$ cat src/sv/rgc_pkg.sv
// ----------------------------------------------------------------------------
// rgc_pkg
// shared constants, types and rounding helper for the recursive gaussian
// coefficient generator
// ----------------------------------------------------------------------------
package rgc_pkg;

   // q30 constants
   localparam logic [30:0] QONE    = 31'd1073741824;
   localparam logic [29:0] C_LIN_A = 30'd1059901292;
   localparam logic [29:0] C_LIN_B = 30'd1034335499;
   localparam logic [31:0] C_SQ_A  = 32'd4264430079;
   localparam logic [32:0] C_SQ_B  = 33'd4451239681;
   localparam logic [28:0] C_SQ_C  = 29'd288739914;
   localparam logic [30:0] C_K0    = 31'd1694633034;
   localparam logic [31:0] C_K1    = 32'd2624364604;
   localparam logic [30:0] C_K2    = 31'd1533410699;
   localparam logic [28:0] C_K3    = 29'd453339167;
   localparam logic [31:0] C_M2    = 32'd3066810660;
   localparam logic [30:0] C_M3    = 31'd1360012132;

   localparam int Q_W        = 42;
   localparam int S_W        = 4;
   localparam int QS_W       = 30;
   localparam int P_W        = 31;
   localparam int RAD_W      = 31;
   localparam int ROOT_W     = 31;
   localparam int X_W        = 62;
   localparam int TERM_W     = 34;
   localparam int NUM_W      = 36;
   localparam int DEN_W      = 34;
   localparam int QUO_W      = 20;
   localparam int OUT_W      = 20;
   localparam int SQRT_STEPS = 31;
   localparam int FRONT_LAT  = 2;
   localparam int POLY_LAT   = 6;
   localparam int LATENCY    = FRONT_LAT + SQRT_STEPS + POLY_LAT + QUO_W + 2;

   localparam logic [OUT_W-1:0] OUT_MAX = 20'h7FFFF;
   localparam logic [OUT_W-1:0] OUT_MIN = 20'h80000;

   typedef struct packed {
      logic signed [NUM_W-1:0] gain;
      logic signed [NUM_W-1:0] one;
      logic signed [NUM_W-1:0] two;
      logic signed [NUM_W-1:0] three;
      logic [DEN_W-1:0]        den;
   } num_set_type;

   // round to nearest, then shift right
   function automatic logic [63:0] rnd_sh(input logic [63:0] x, input logic [6:0] n);
      logic [64:0] t;
      t = {1'b0, x} + (65'd1 << (n - 7'd1));
      if (n == 7'd0) begin
         return x;
      end
      return 64'(t >> n);
   endfunction

endpackage

$ cat src/sv/rgc_front.sv
// ----------------------------------------------------------------------------
// rgc_front
// sigma magnitude, branch select, linear q and square root radicand
// ----------------------------------------------------------------------------
module rgc_front import rgc_pkg::*; #(
   parameter int SIGMA_FRAC_BITS = 8
) (
   input  logic                     clock,
   input  logic                     reset,
   input  logic                     in_valid,
   input  logic signed [15:0]       in_sigma,
   output logic                     out_valid,
   output logic                     out_lin,
   output logic [Q_W-1:0]           out_q_lin,
   output logic [RAD_W-1:0]         out_rad
);

   localparam logic [16:0] THR = 17'(5 << SIGMA_FRAC_BITS);
   localparam logic [6:0]  SH  = 7'(SIGMA_FRAC_BITS);

   logic [15:0]       neg_v;
   logic [14:0]       a_in, a_ff;
   logic              v1_ff, v2_ff, lin1_ff, lin2_ff;
   logic [Q_W-1:0]    q_lin_in, q_lin_ff;
   logic [RAD_W-1:0]  rad_in, rad_ff;

   always_comb begin
      neg_v = 16'(~in_sigma + 16'sd1);
      if (in_sigma[15]) begin
         a_in = neg_v[15] ? 15'h7FFF : neg_v[14:0];
      end else begin
         a_in = in_sigma[14:0];
      end
      q_lin_in = Q_W'(rnd_sh(64'(C_LIN_A) * 64'(a_ff), SH) - 64'(C_LIN_B));
      rad_in   = RAD_W'(64'(QONE) - rnd_sh(64'(C_SQ_C) * 64'(a_ff), SH));
   end

   always_ff @(posedge clock) begin
      if (reset) begin
         v1_ff <= 1'b0;
         v2_ff <= 1'b0;
      end else begin
         v1_ff <= in_valid;
         v2_ff <= v1_ff;
      end
      a_ff     <= a_in;
      lin1_ff  <= {a_in, 1'b0} >= THR;
      lin2_ff  <= lin1_ff;
      q_lin_ff <= q_lin_in;
      rad_ff   <= rad_in;
   end

   assign out_valid = v2_ff;
   assign out_lin   = lin2_ff;
   assign out_q_lin = q_lin_ff;
   assign out_rad   = rad_ff;

endmodule

$ cat config.mk
export PLATFORM = sky130hd
export DESIGN_NAME = rgc_front
export DESIGN_NICKNAME = d
export VERILOG_FILES = /design/src/sv/rgc_pkg.sv /design/src/sv/rgc_front.sv
export SDC_FILE = /design/constraint.sdc
export NUM_CORES = 1
export LEC_CHECK = 0
export BUFFER_PORTS_ARGS = -buffer_cell sky130_fd_sc_hd__buf_2
export CORE_MARGIN = 5
export CORE_UTILIZATION = 65
export CTS_BUF_LIST = sky130_fd_sc_hd__clkbuf_8
export CTS_CLUSTER_DIAMETER = 100
export CTS_CLUSTER_SIZE = 20
export DETAILED_ROUTE_END_ITERATION = 10
export GPL_TIMING_DRIVEN = 0
export HOLD_SLACK_MARGIN = 0.06
export PLACE_DENSITY_LB_ADDON = 0.2
export SYNTH_ARGS = -nofsm -noshare
export SYNTH_HDL_FRONTEND = slang
export SYNTH_SLANG_ARGS = --single-unit
$ cat constraint.sdc
create_clock -name clock -period 11.2 [get_ports clock]
set_clock_uncertainty 0.05 [all_clocks]
set_input_delay 0 -clock clock [delete_from_list [all_inputs] [get_ports clock]]
set_output_delay 0 -clock clock [all_outputs]
set_load 0.05 [all_outputs]
==> flow_metrics.tcl <==
set metrics [dict create \
    yosys_warnings 0 \
    cap_viol_max_count 0 \
    crit_fanout 11 \
    cp_num_cells 21 \
    die_area_sq_um 35100 \
    status "finished, final reports clean" \
    clk_latency_ns 0.45 \
    grt_pass1_wl_mm 91.0 \
    first_iter_violations 926 \
    synth_area_sq_um 20500 \
    seq_area_frac_synth 0.0871 \
    cts_buffers 9 \
    ant_nets 0 \
    drt-vias-per-instance 6.07 \
    grt_start_max_net_pins 16 \
    cts_resized 0 \
    h-tree-depth 3 \
    arrival_ns 10.07 \
    placementRows 65 \
    period_needed_ns 9.81 \
    ys_seq_elements 89 \
    synth_area_leaders "fa_1, ha_1, dfxtp_1" \
    initial_core_util 0.653 \
    crit_start "a_ff[7]" \
    grt-ovfl-total 0 \
    drv_slew 0 \
    synth_edf_count 0 \
    cp_slowest_stage_delay_ns 0.90 \
    area_growth_pct 7.16 \
    antennaDiodeCount 0 \
    rr_startpoint "a_ff[7]" \
    cts_sinks 89 \
    crit_type "reg2reg" \
    synthArstFlopShare 0 \
    synth.distinct_cells 103 \
    r2r_slack_ns 1.39 \
    critPathBufInv 3 \
    syn_area_per_cell_sq_um 8.91 \
    drive_gt1_frac 0.0760 \
    clk_pin_slew_ns 0.11 \
    syn-num-nets 2867 \
    synth_largest_area_cell "fa_1" \
    setup_viol 0 \
    worst_pin_slew_ns 1.07 \
    dr.pass1.iters 7 \
    final_hold_viol_count 0 \
    hold_path_class "in2reg" \
    cts_max_path_buffers 2 \
    routabilityCongestion 0.973 \
    setup_tns_ns 0 \
    die_x_um 187 \
    nets 3001 \
    synth_top_cell_area_share 0.277 \
    timing.fmax_ghz 0.102 \
    fillCellCount 2483 \
    hpwl_mm 45.6 \
    path_cells "inv_1 -> ha_1 -> inv_1 -> fa_1 -> fa_1 -> fa_1 -> fa_1 -> fa_1 -> ha_1 -> clkbuf_1 -> a21oi_1 -> o21ai_0 -> mux2_2 -> a211oi_1 -> nand3b_1 -> nor4_1 -> nand4b_1 -> nor4_1 -> mux2i_1 -> xnor2_1 -> nor4b_1" \
    critPathMostFrequentCell "fa_1" \
    crit_path_start_kind "flip-flop" \
    core_area_sq_um 31300 \
    port_buffers 92 \
    rsz0062_at_grt "no" \
    r2r_end "out_q_lin[38]" \
    cp.required_ns 11.46 \
    crit_end "out_q_lin[38]" \
    syn_inst 2296 \
    synth_ff_type "dfxtp_1" \
    io_pins 94 \
    wl_per_cell_um 19.5 \
    die_h_um 187 \
    cp-end-kind "flip-flop" \
    wirelength_mm 55.2 \
    worst_path_max_delay_cell "dfxtp_1" \
    reg2reg_depth 21 \
    slew_headroom 0.280 \
    design_area_sq_um 21900 \
    finalCritPeriodShare 0.876 \
    grt_pass1_vias 18100 \
    placedInstanceArea_sq_um 21400 \
    cpLargestDelayFamily "adder cells" \
    antenna_found_initial 0 \
    drc_errors 0 \
    grt_usage 0.320 \
    cts-root-buf "clkbuf_8" \
    vias 17200 \
    cts_tree "yes" \
]
## repair_timing
item / in CTS / in global routing
buffers inserted: 0 / 0
hold buffers: 31 / 0
endpoints found under the hold margin: 18 / 0
setup endpoints to repair: 0 / 0
## synth_stat cells, types with 21 or more instances
cell,number
and2_1,21
a21o_1,33
dfxtp_1,89
o21ai_0,65
clkbuf_1,39
nor3_1,56
a21oi_1,102
nand2_1,132
nand3_1,54
xor2_1,61
ha_1,269
or3_1,27
xnor2_1,119
inv_1,385
fa_1,283
a31oi_1,27
nand4_1,44
nor2_1,88
## state kept, by name (all words and copies together), names as in the netlist
| name | cells |
|---|---|
| out_q_lin | 39 |
| out_rad | 31 |
| a_ff | 15 |
| lin1_ff | 1 |
| out_lin | 1 |
| out_valid | 1 |
| v1_ff | 1 |
## routing by layer
metal / GRT usage / part of all wire / vias to the layer above
met5: 0 / 0 / -
met4: 0.165 / 0.057 / 0
met3: 0.0394 / 0.044 / 186
met2: 0.574 / 0.50 / 561
met1: 0.376 / 0.39 / 8353
li1: - / - / 8125
## how the worst min path moves through the flow
stage,startpoint,end,slack [ns],cells after the start
floorplan,reset,out_valid,0.02,1
global placement,reset,out_valid,0.12,2
detailed placement,reset,v1_ff,0.13,2
CTS,in_sigma[15],lin1_ff,0.14,6
global route,reset,v1_ff,0.23,3
finish,in_sigma[15],lin1_ff,0.16,6
## tightest hold or removal path, cell delays in order
cell	delay [ns]
clkbuf_1	0.18
o41ai_1	0.12
xor2_1	0.09
a31oi_1	0.14
nor3_1	0.06
nand2_1	0.05
## per-stage QoR
stage                     hold slack (ns)  utilization  std cells  worst slack, ns
after global placement              0.122        0.684       2790             1.66
after global routing                0.230        0.700       2836            0.740
after floorplan                    0.0216            -       2296             3.30
after CTS                           0.141        0.700       2836             1.50
final                               0.163        0.700       2836             1.39
after detailed placement            0.127        0.684       2790             1.57
## area by class of cell
type | instances | area [sq um] | area share
sequential | 89 | 1780 | 0.0813
timing repair buffer | 123 | 771 | 0.0352
buffer | 67 | 308 | 0.0140
clock inverter | 6 | 67.6 | 0.00308
clock buffer | 9 | 124 | 0.00565
inverter | 385 | 1450 | 0.0659
tap | 402 | 503 | 0.0229
multi-input combinational | 1755 | 16900 | 0.772
## cell families after synthesis
kind of cell	share of synthesized area
buffers and inverters	0.0857
adder cells (fa/ha/maj)	0.441
AND/OR/NAND/NOR	0.150
AO/OA/AOI/OAI	0.145
XOR/XNOR	0.0795
flip-flops	0.0871
multiplexers	0.0107
## cells in the final DEF, fill, tap and decap left out, types with 17 or more instances in the layout
cell,synthesis,layout
or4_1,17,17
fa_1,283,283
clkbuf_1,39,39
dlygate4sd3_1,0,31
nor3_1,56,56
ha_1,269,269
nand3_1,54,54
nor2b_1,17,17
nand4_1,44,44
nor4_1,18,18
inv_1,385,385
and2_1,21,21
nand2_1,132,132
buf_2,20,112
a21o_1,33,33
and3_1,19,19
o21ai_0,65,65
o211ai_1,17,17
a31oi_1,27,27
or3_1,27,27
dfxtp_1,89,89
xor2_1,61,61
xnor2_1,119,119
a21oi_1,102,102
nor2_1,88,88
Power is not shown: default switching activity piles up to over one toggle a cycle in this logic, so the estimate is an artifact.
