`config.mk`:
```
export PLATFORM = sky130hd
export DESIGN_NAME = rgc_div
export DESIGN_NICKNAME = d
export VERILOG_FILES = /design/src/sv/rgc_pkg.sv /design/src/sv/rgc_div.sv
export SDC_FILE = /design/constraint.sdc
export NUM_CORES = 2
export LEC_CHECK = 0
export BUFFER_PORTS_ARGS = -buffer_cell sky130_fd_sc_hd__buf_2
export CAP_MARGIN = 20
export CORE_MARGIN = 3
export CORE_UTILIZATION = 40
export DETAILED_ROUTE_END_ITERATION = 16
export PLACE_DENSITY = 0.62
export RECOVER_POWER = 50
export SYNTH_ARGS = -nofsm -noshare
export SYNTH_HDL_FRONTEND = slang
export SYNTH_SLANG_ARGS = --single-unit
```
`constraint.sdc`:
```
create_clock -name clock -period 14.25 [get_ports clock]
set_input_delay 4.275 -clock clock [delete_from_list [all_inputs] [get_ports clock]]
set_output_delay 4.275 -clock clock [all_outputs]
set_load 0.01 [all_outputs]
```
`src/sv/rgc_pkg.sv`:
```
// ----------------------------------------------------------------------------
// rgc_pkg
// shared constants, types and rounding helper for the recursive gaussian
// coefficient generator
// ----------------------------------------------------------------------------
package rgc_pkg;

   // q30 constants
   localparam logic [30:0] QONE    = 31'd1073741824;
   localparam logic [29:0] C_LIN_A = 30'd1059901292;
   localparam logic [29:0] C_LIN_B = 30'd1034335499;
   localparam logic [31:0] C_SQ_A  = 32'd4264430079;
   localparam logic [32:0] C_SQ_B  = 33'd4451239681;
   localparam logic [28:0] C_SQ_C  = 29'd288739914;
   localparam logic [30:0] C_K0    = 31'd1694633034;
   localparam logic [31:0] C_K1    = 32'd2624364604;
   localparam logic [30:0] C_K2    = 31'd1533410699;
   localparam logic [28:0] C_K3    = 29'd453339167;
   localparam logic [31:0] C_M2    = 32'd3066810660;
   localparam logic [30:0] C_M3    = 31'd1360012132;

   localparam int Q_W        = 42;
   localparam int S_W        = 4;
   localparam int QS_W       = 30;
   localparam int P_W        = 31;
   localparam int RAD_W      = 31;
   localparam int ROOT_W     = 31;
   localparam int X_W        = 62;
   localparam int TERM_W     = 34;
   localparam int NUM_W      = 36;
   localparam int DEN_W      = 34;
   localparam int QUO_W      = 20;
   localparam int OUT_W      = 20;
   localparam int SQRT_STEPS = 31;
   localparam int FRONT_LAT  = 2;
   localparam int POLY_LAT   = 6;
   localparam int LATENCY    = FRONT_LAT + SQRT_STEPS + POLY_LAT + QUO_W + 2;

   localparam logic [OUT_W-1:0] OUT_MAX = 20'h7FFFF;
   localparam logic [OUT_W-1:0] OUT_MIN = 20'h80000;

   typedef struct packed {
      logic signed [NUM_W-1:0] gain;
      logic signed [NUM_W-1:0] one;
      logic signed [NUM_W-1:0] two;
      logic signed [NUM_W-1:0] three;
      logic [DEN_W-1:0]        den;
   } num_set_type;

   // round to nearest, then shift right
   function automatic logic [63:0] rnd_sh(input logic [63:0] x, input logic [6:0] n);
      logic [64:0] t;
      t = {1'b0, x} + (65'd1 << (n - 7'd1));
      if (n == 7'd0) begin
         return x;
      end
      return 64'(t >> n);
   endfunction

endpackage

```
`src/sv/rgc_div.sv`:
```
// ----------------------------------------------------------------------------
// rgc_div
// pipelined rounded ratio num / den with saturation, one quotient bit per stage
// ----------------------------------------------------------------------------
module rgc_div import rgc_pkg::*; #(
   parameter int COEF_FRAC_BITS = 16
) (
   input  logic                     clock,
   input  logic                     reset,
   input  logic                     in_valid,
   input  logic signed [NUM_W-1:0]  in_num,
   input  logic [DEN_W-1:0]         in_den,
   output logic                     out_valid,
   output logic signed [OUT_W-1:0]  out_value
);

   localparam int N_W   = NUM_W + COEF_FRAC_BITS;
   localparam int HI_W  = N_W - QUO_W;
   localparam int REM_W = DEN_W + 1;
   localparam int CMP_W = (HI_W > DEN_W) ? HI_W : DEN_W;

   logic                neg0_in;
   logic [NUM_W-2:0]    mag0;
   logic [N_W-1:0]      nval;
   logic [HI_W-1:0]     hi;
   logic                sat0_in, zero0_in;

   logic [REM_W-1:0]    rem_src [QUO_W+1];
   logic [QUO_W-1:0]    lq_src  [QUO_W+1];
   logic                v_src   [QUO_W+1];
   logic [REM_W-1:0]    rem_ff  [QUO_W+1];
   logic [QUO_W-1:0]    lq_ff   [QUO_W+1];
   logic                v_ff    [QUO_W+1];
   logic [DEN_W-1:0]    den_ff  [QUO_W+1];
   logic                neg_ff  [QUO_W+1];
   logic                sat_ff  [QUO_W+1];
   logic                zero_ff [QUO_W+1];

   logic [OUT_W-1:0]    value_in, value_ff;
   logic                valid_ff;

   always_comb begin
      neg0_in  = in_num[NUM_W-1];
      mag0     = (NUM_W-1)'(neg0_in ? -in_num : in_num);
      nval     = (N_W'(mag0) << COEF_FRAC_BITS) + N_W'(in_den >> 1);
      hi       = nval[N_W-1:QUO_W];
      zero0_in = in_den == '0;
      sat0_in  = CMP_W'(hi) >= CMP_W'(in_den);
   end

   always_ff @(posedge clock) begin
      if (reset) begin
         v_ff[0] <= 1'b0;
      end else begin
         v_ff[0] <= in_valid;
      end
      rem_ff[0]  <= REM_W'(hi);
      lq_ff[0]   <= nval[QUO_W-1:0];
      den_ff[0]  <= in_den;
      neg_ff[0]  <= neg0_in;
      sat_ff[0]  <= sat0_in;
      zero_ff[0] <= zero0_in;
   end

   for (genvar k = 0; k < QUO_W; k++) begin : g_step
      logic [REM_W-1:0] cand, rem_in;
      logic             ge;

      always_comb begin
         cand   = {rem_ff[k][REM_W-2:0], lq_ff[k][QUO_W-1]};
         ge     = cand >= {1'b0, den_ff[k]};
         rem_in = ge ? cand - {1'b0, den_ff[k]} : cand;
      end

      assign rem_src[k+1] = rem_in;
      assign lq_src[k+1]  = {lq_ff[k][QUO_W-2:0], ge};
      assign v_src[k+1]   = v_ff[k];

      always_ff @(posedge clock) begin
         if (reset) begin
            v_ff[k+1] <= 1'b0;
         end else begin
            v_ff[k+1] <= v_src[k+1];
         end
         rem_ff[k+1]  <= rem_src[k+1];
         lq_ff[k+1]   <= lq_src[k+1];
         den_ff[k+1]  <= den_ff[k];
         neg_ff[k+1]  <= neg_ff[k];
         sat_ff[k+1]  <= sat_ff[k];
         zero_ff[k+1] <= zero_ff[k];
      end
   end

   assign rem_src[0] = rem_ff[0];
   assign lq_src[0]  = lq_ff[0];
   assign v_src[0]   = v_ff[0];

   always_comb begin
      if (zero_ff[QUO_W]) begin
         value_in = '0;
      end else if (sat_ff[QUO_W]) begin
         value_in = neg_ff[QUO_W] ? OUT_MIN : OUT_MAX;
      end else if (neg_ff[QUO_W]) begin
         value_in = lq_ff[QUO_W][QUO_W-1] ? OUT_MIN : OUT_W'(-lq_ff[QUO_W]);
      end else begin
         value_in = lq_ff[QUO_W][QUO_W-1] ? OUT_MAX : OUT_W'(lq_ff[QUO_W]);
      end
   end

   always_ff @(posedge clock) begin
      if (reset) begin
         valid_ff <= 1'b0;
      end else begin
         valid_ff <= v_ff[QUO_W];
      end
      value_ff <= value_in;
   end

   assign out_valid = valid_ff;
   assign out_value = value_ff;

endmodule
```
==> results.cfg <==
[status]
outcome = complete, no violations

[global_routing]
grt_overflow = 0
grt_pass1_wl_mm = 321
grt_max_degree = 67
grt_usage_pct = 19.2
grt_antenna_before_repair = 6
first_global_vias = 60100

[drt]
drc = 0
via_count = 61300
dr.pass1.iters = 6
drt_iter0_markers = 4172
routed_wl_mm = 202
via_per_inst = 5.23
drtAntennaViolNets = 0
routedWlPerCell_um = 17.2

[worst_setup_path]
required_ns = 14.94
crit_path_cell_trace = buf_2 -> inv_1 -> ha_1 -> nor4b_1 -> a21oi_1 -> xor2_1 -> ha_1 -> o21a_1 -> o21a_1 -> a21bo_2 -> a31oi_1 -> o21bai_1 -> a311oi_1 -> nor3_2 -> nand4_1 -> mux2i_1 -> xnor2_1 -> ha_1 -> nand4_1 -> nor3_1 -> a31oi_1 -> nor3_1 -> a31oi_1 -> o21ai_0
critPathKind = primary input to flop
cp_slowest_cell = a311oi_1
cp_max_fo = 5
cp.arrival_ns = 9.75
cpPeakStageDelay_ns = 0.67
cp-end-kind = flop
start_kind = primary input

[clocking]
cts_sinks = 1683
postCtsSetupRepairBufs = 0
cts_tree = done
clk_path_buf_depth = 3
path_clk_slew_ns = 0.06
post_cts_resize_count = 0
cts_hold_buf = 0
h-tree-depth = 4
cts_buffers = 174
root_buffer = clkbuf_16
worstSkewPairLatency_ns = 0.83

[power_and_ir_drop]
powerDensity_mw_per_mm2 = 256
ir_drop_v = 0.000127
internal_power_mw = 14.0
p_clk_share_pct = 21.1
p_seq_share_pct = 30.4
p_sw_share_pct = 39.2
p_switching_mw = 9.06
p_comb_share_pct = 48.4
p_leak_nw = 41.3

[synth]
async_flop_share_pct = 0
syn_avg_cell_area_um2 = 9.12
synth.area.top_cells = dfxtp_1, ha_1, a21oi_1
post-synth-top-area-fraction_pct = 41.8
synth-main-ff-cell = dfxtp_1
synth_cells = 8839
yosys.area_share.simple_pct = 12.1
synth_top_family_by_area = compound AO/OA/AOI/OAI gates
synth_fa_ha_area_share_pct = 11.9
synth_edf_count = 0
synthMuxAreaShare_pct = 4.08
synth_compound_area_share_pct = 18.5
synth-xor-area-share_pct = 6.29
ys_warn_count = 0
synth_cell_types = 92
mappedNetlistArea_mm2 = 0.0806
ys_ff_latch = 1683
synth_area_leader_cell = dfxtp_1
synth-seq-area-share_pct = 41.8
synth_nets = 9664

[sta]
report.final.slew_viol_count = 0
fmax_mhz = 110
hold_violations = 0
rsz0062_at_grt = false
tightest_slew_ns = 1.16
maxSlewHeadroom_pct = 21.6
clock_skew_ns = 0.0648
period_share_pct = 63.6
finalCriticalPeriod_ns = 9.06
tns_ns = 0
setup_viol = 0
final.setup.worst_slack_ns = 5.19

[die]
core_region_area_mm2 = 0.200
rows = 164
die_area_mm2 = 0.207
start_util_pct = 40.3
ioPinCount = 94
die_w_um = 455
die_y_um = 455

[final_layout]
mostFrequentLayoutCell = dfxtp_1
utilization_pct = 45.1
stdcell_count = 11700
nets = 9740
mostFrequentLayoutCells = dfxtp_1, inv_1, a21oi_1
drive_above_1_share_pct = 8.10
syn_to_final_growth_pct = 11.9

[placed_design]
port_buffers = 93
routabilityCongestion = 0.930
place_ws_ns = 4.50
dpl.cell_count = 11400
hpwlAfterDp_mm = 160

[run]
cap_violations = 0

[hold_path]
hold_class = flop to flop
worst paths after layout:
kind / end / from / slack (ns) / depth (start not counted)
max: sat_ff[0][0] / in_num[0] / 5.19 / 24
min: zero_ff[0][2] / zero_ff[0][1] / 0.27 / 0
max reg2reg: rem_ff[4][79] / den_ff[2][43] / 9.46 / 11
min reg2reg: zero_ff[0][2] / zero_ff[0][1] / 0.27 / 0
synthesized netlist by cell type (67+ instances only):
cell type and count:
dfxtp_1 1683, inv_1 900, a21oi_1 748, ha_1 732, nor2_1 573, nand2_1 555, o21ai_0 533, xnor2_1 356
a21o_1 325, xor2_1 223, mux2_2 204, clkbuf_1 184, nor3_1 135, nand3_1 133, nor2b_1 128, nand4_1 112
o21a_1 107, nand2b_1 106, o21bai_1 97, a31oi_1 94, o31ai_1 67
power groups by stage:
stage	sequential [mW]	combinational [mW]	clock [mW]
2_1_floorplan	6.75	8.74	0
3_3_place_gp	7.12	10.9	0
3_5_place_dp	7.13	11.0	0
4_1_cts	7.04	11.1	5.02
5_1_grt	7.16	12.5	5.21
6_report	7.03	11.2	4.88
routing by layer:
layer  track usage (%)  vias to the layer above  wire length [um]
met5                 0                        -                 0
li1                  -                    30900                 -
met2              33.8                     1384             98000
met4              6.83                        0              7090
met1              23.7                    28600             88000
met3              2.82                      383              9040
registers in the layout, summed over array words and instances, names as in the netlist:
signal	cells
rem_ff	678
neg_ff	21
v_ff	21
zero_ff	21
lq_ff	416
out_value	20
out_valid	1
sat_ff	21
den_ff	484
critical path: cells and delay by family:
family | cells | cell delay [ns]
AO/OA/AOI/OAI | 10 | 2.15
XOR/XNOR | 2 | 0.35
buffers and inverters | 2 | 0.17
adder cells (fa/ha/maj) | 3 | 0.93
AND/OR/NAND/NOR | 6 | 1.64
multiplexers | 1 | 0.22
final cells by class:
cell class | count | area, um2
Clock inverter | 92 | 1530
Tap cell | 2656 | 3320
Multi-Input combinational cell | 6031 | 42700
Sequential cell | 1683 | 33700
Fill cell | 19000 | 110000
Antenna cell | 9 | 22.5
Inverter | 900 | 3380
Timing Repair Buffer | 125 | 706
Clock buffer | 226 | 4820
stage by stage:
step	power (mW)	instance area, um2	hold WS [ns]
after detailed placement	18.2	83800	0.312
after global routing	24.9	90200	0.273
after CTS	23.2	90100	0.271
after global placement	18.0	83800	0.310
final	23.1	90200	0.274
after floorplan	15.5	80600	0.310
cells by family after synthesis:
kind of cell | count (synthesis)
flops | 1683
fa+ha+maj | 752
xor+xnor | 579
simple gates | 2034
buf+inv | 1125
compound gates | 2380
mux | 286
Power figures use the tool's default switching activity.
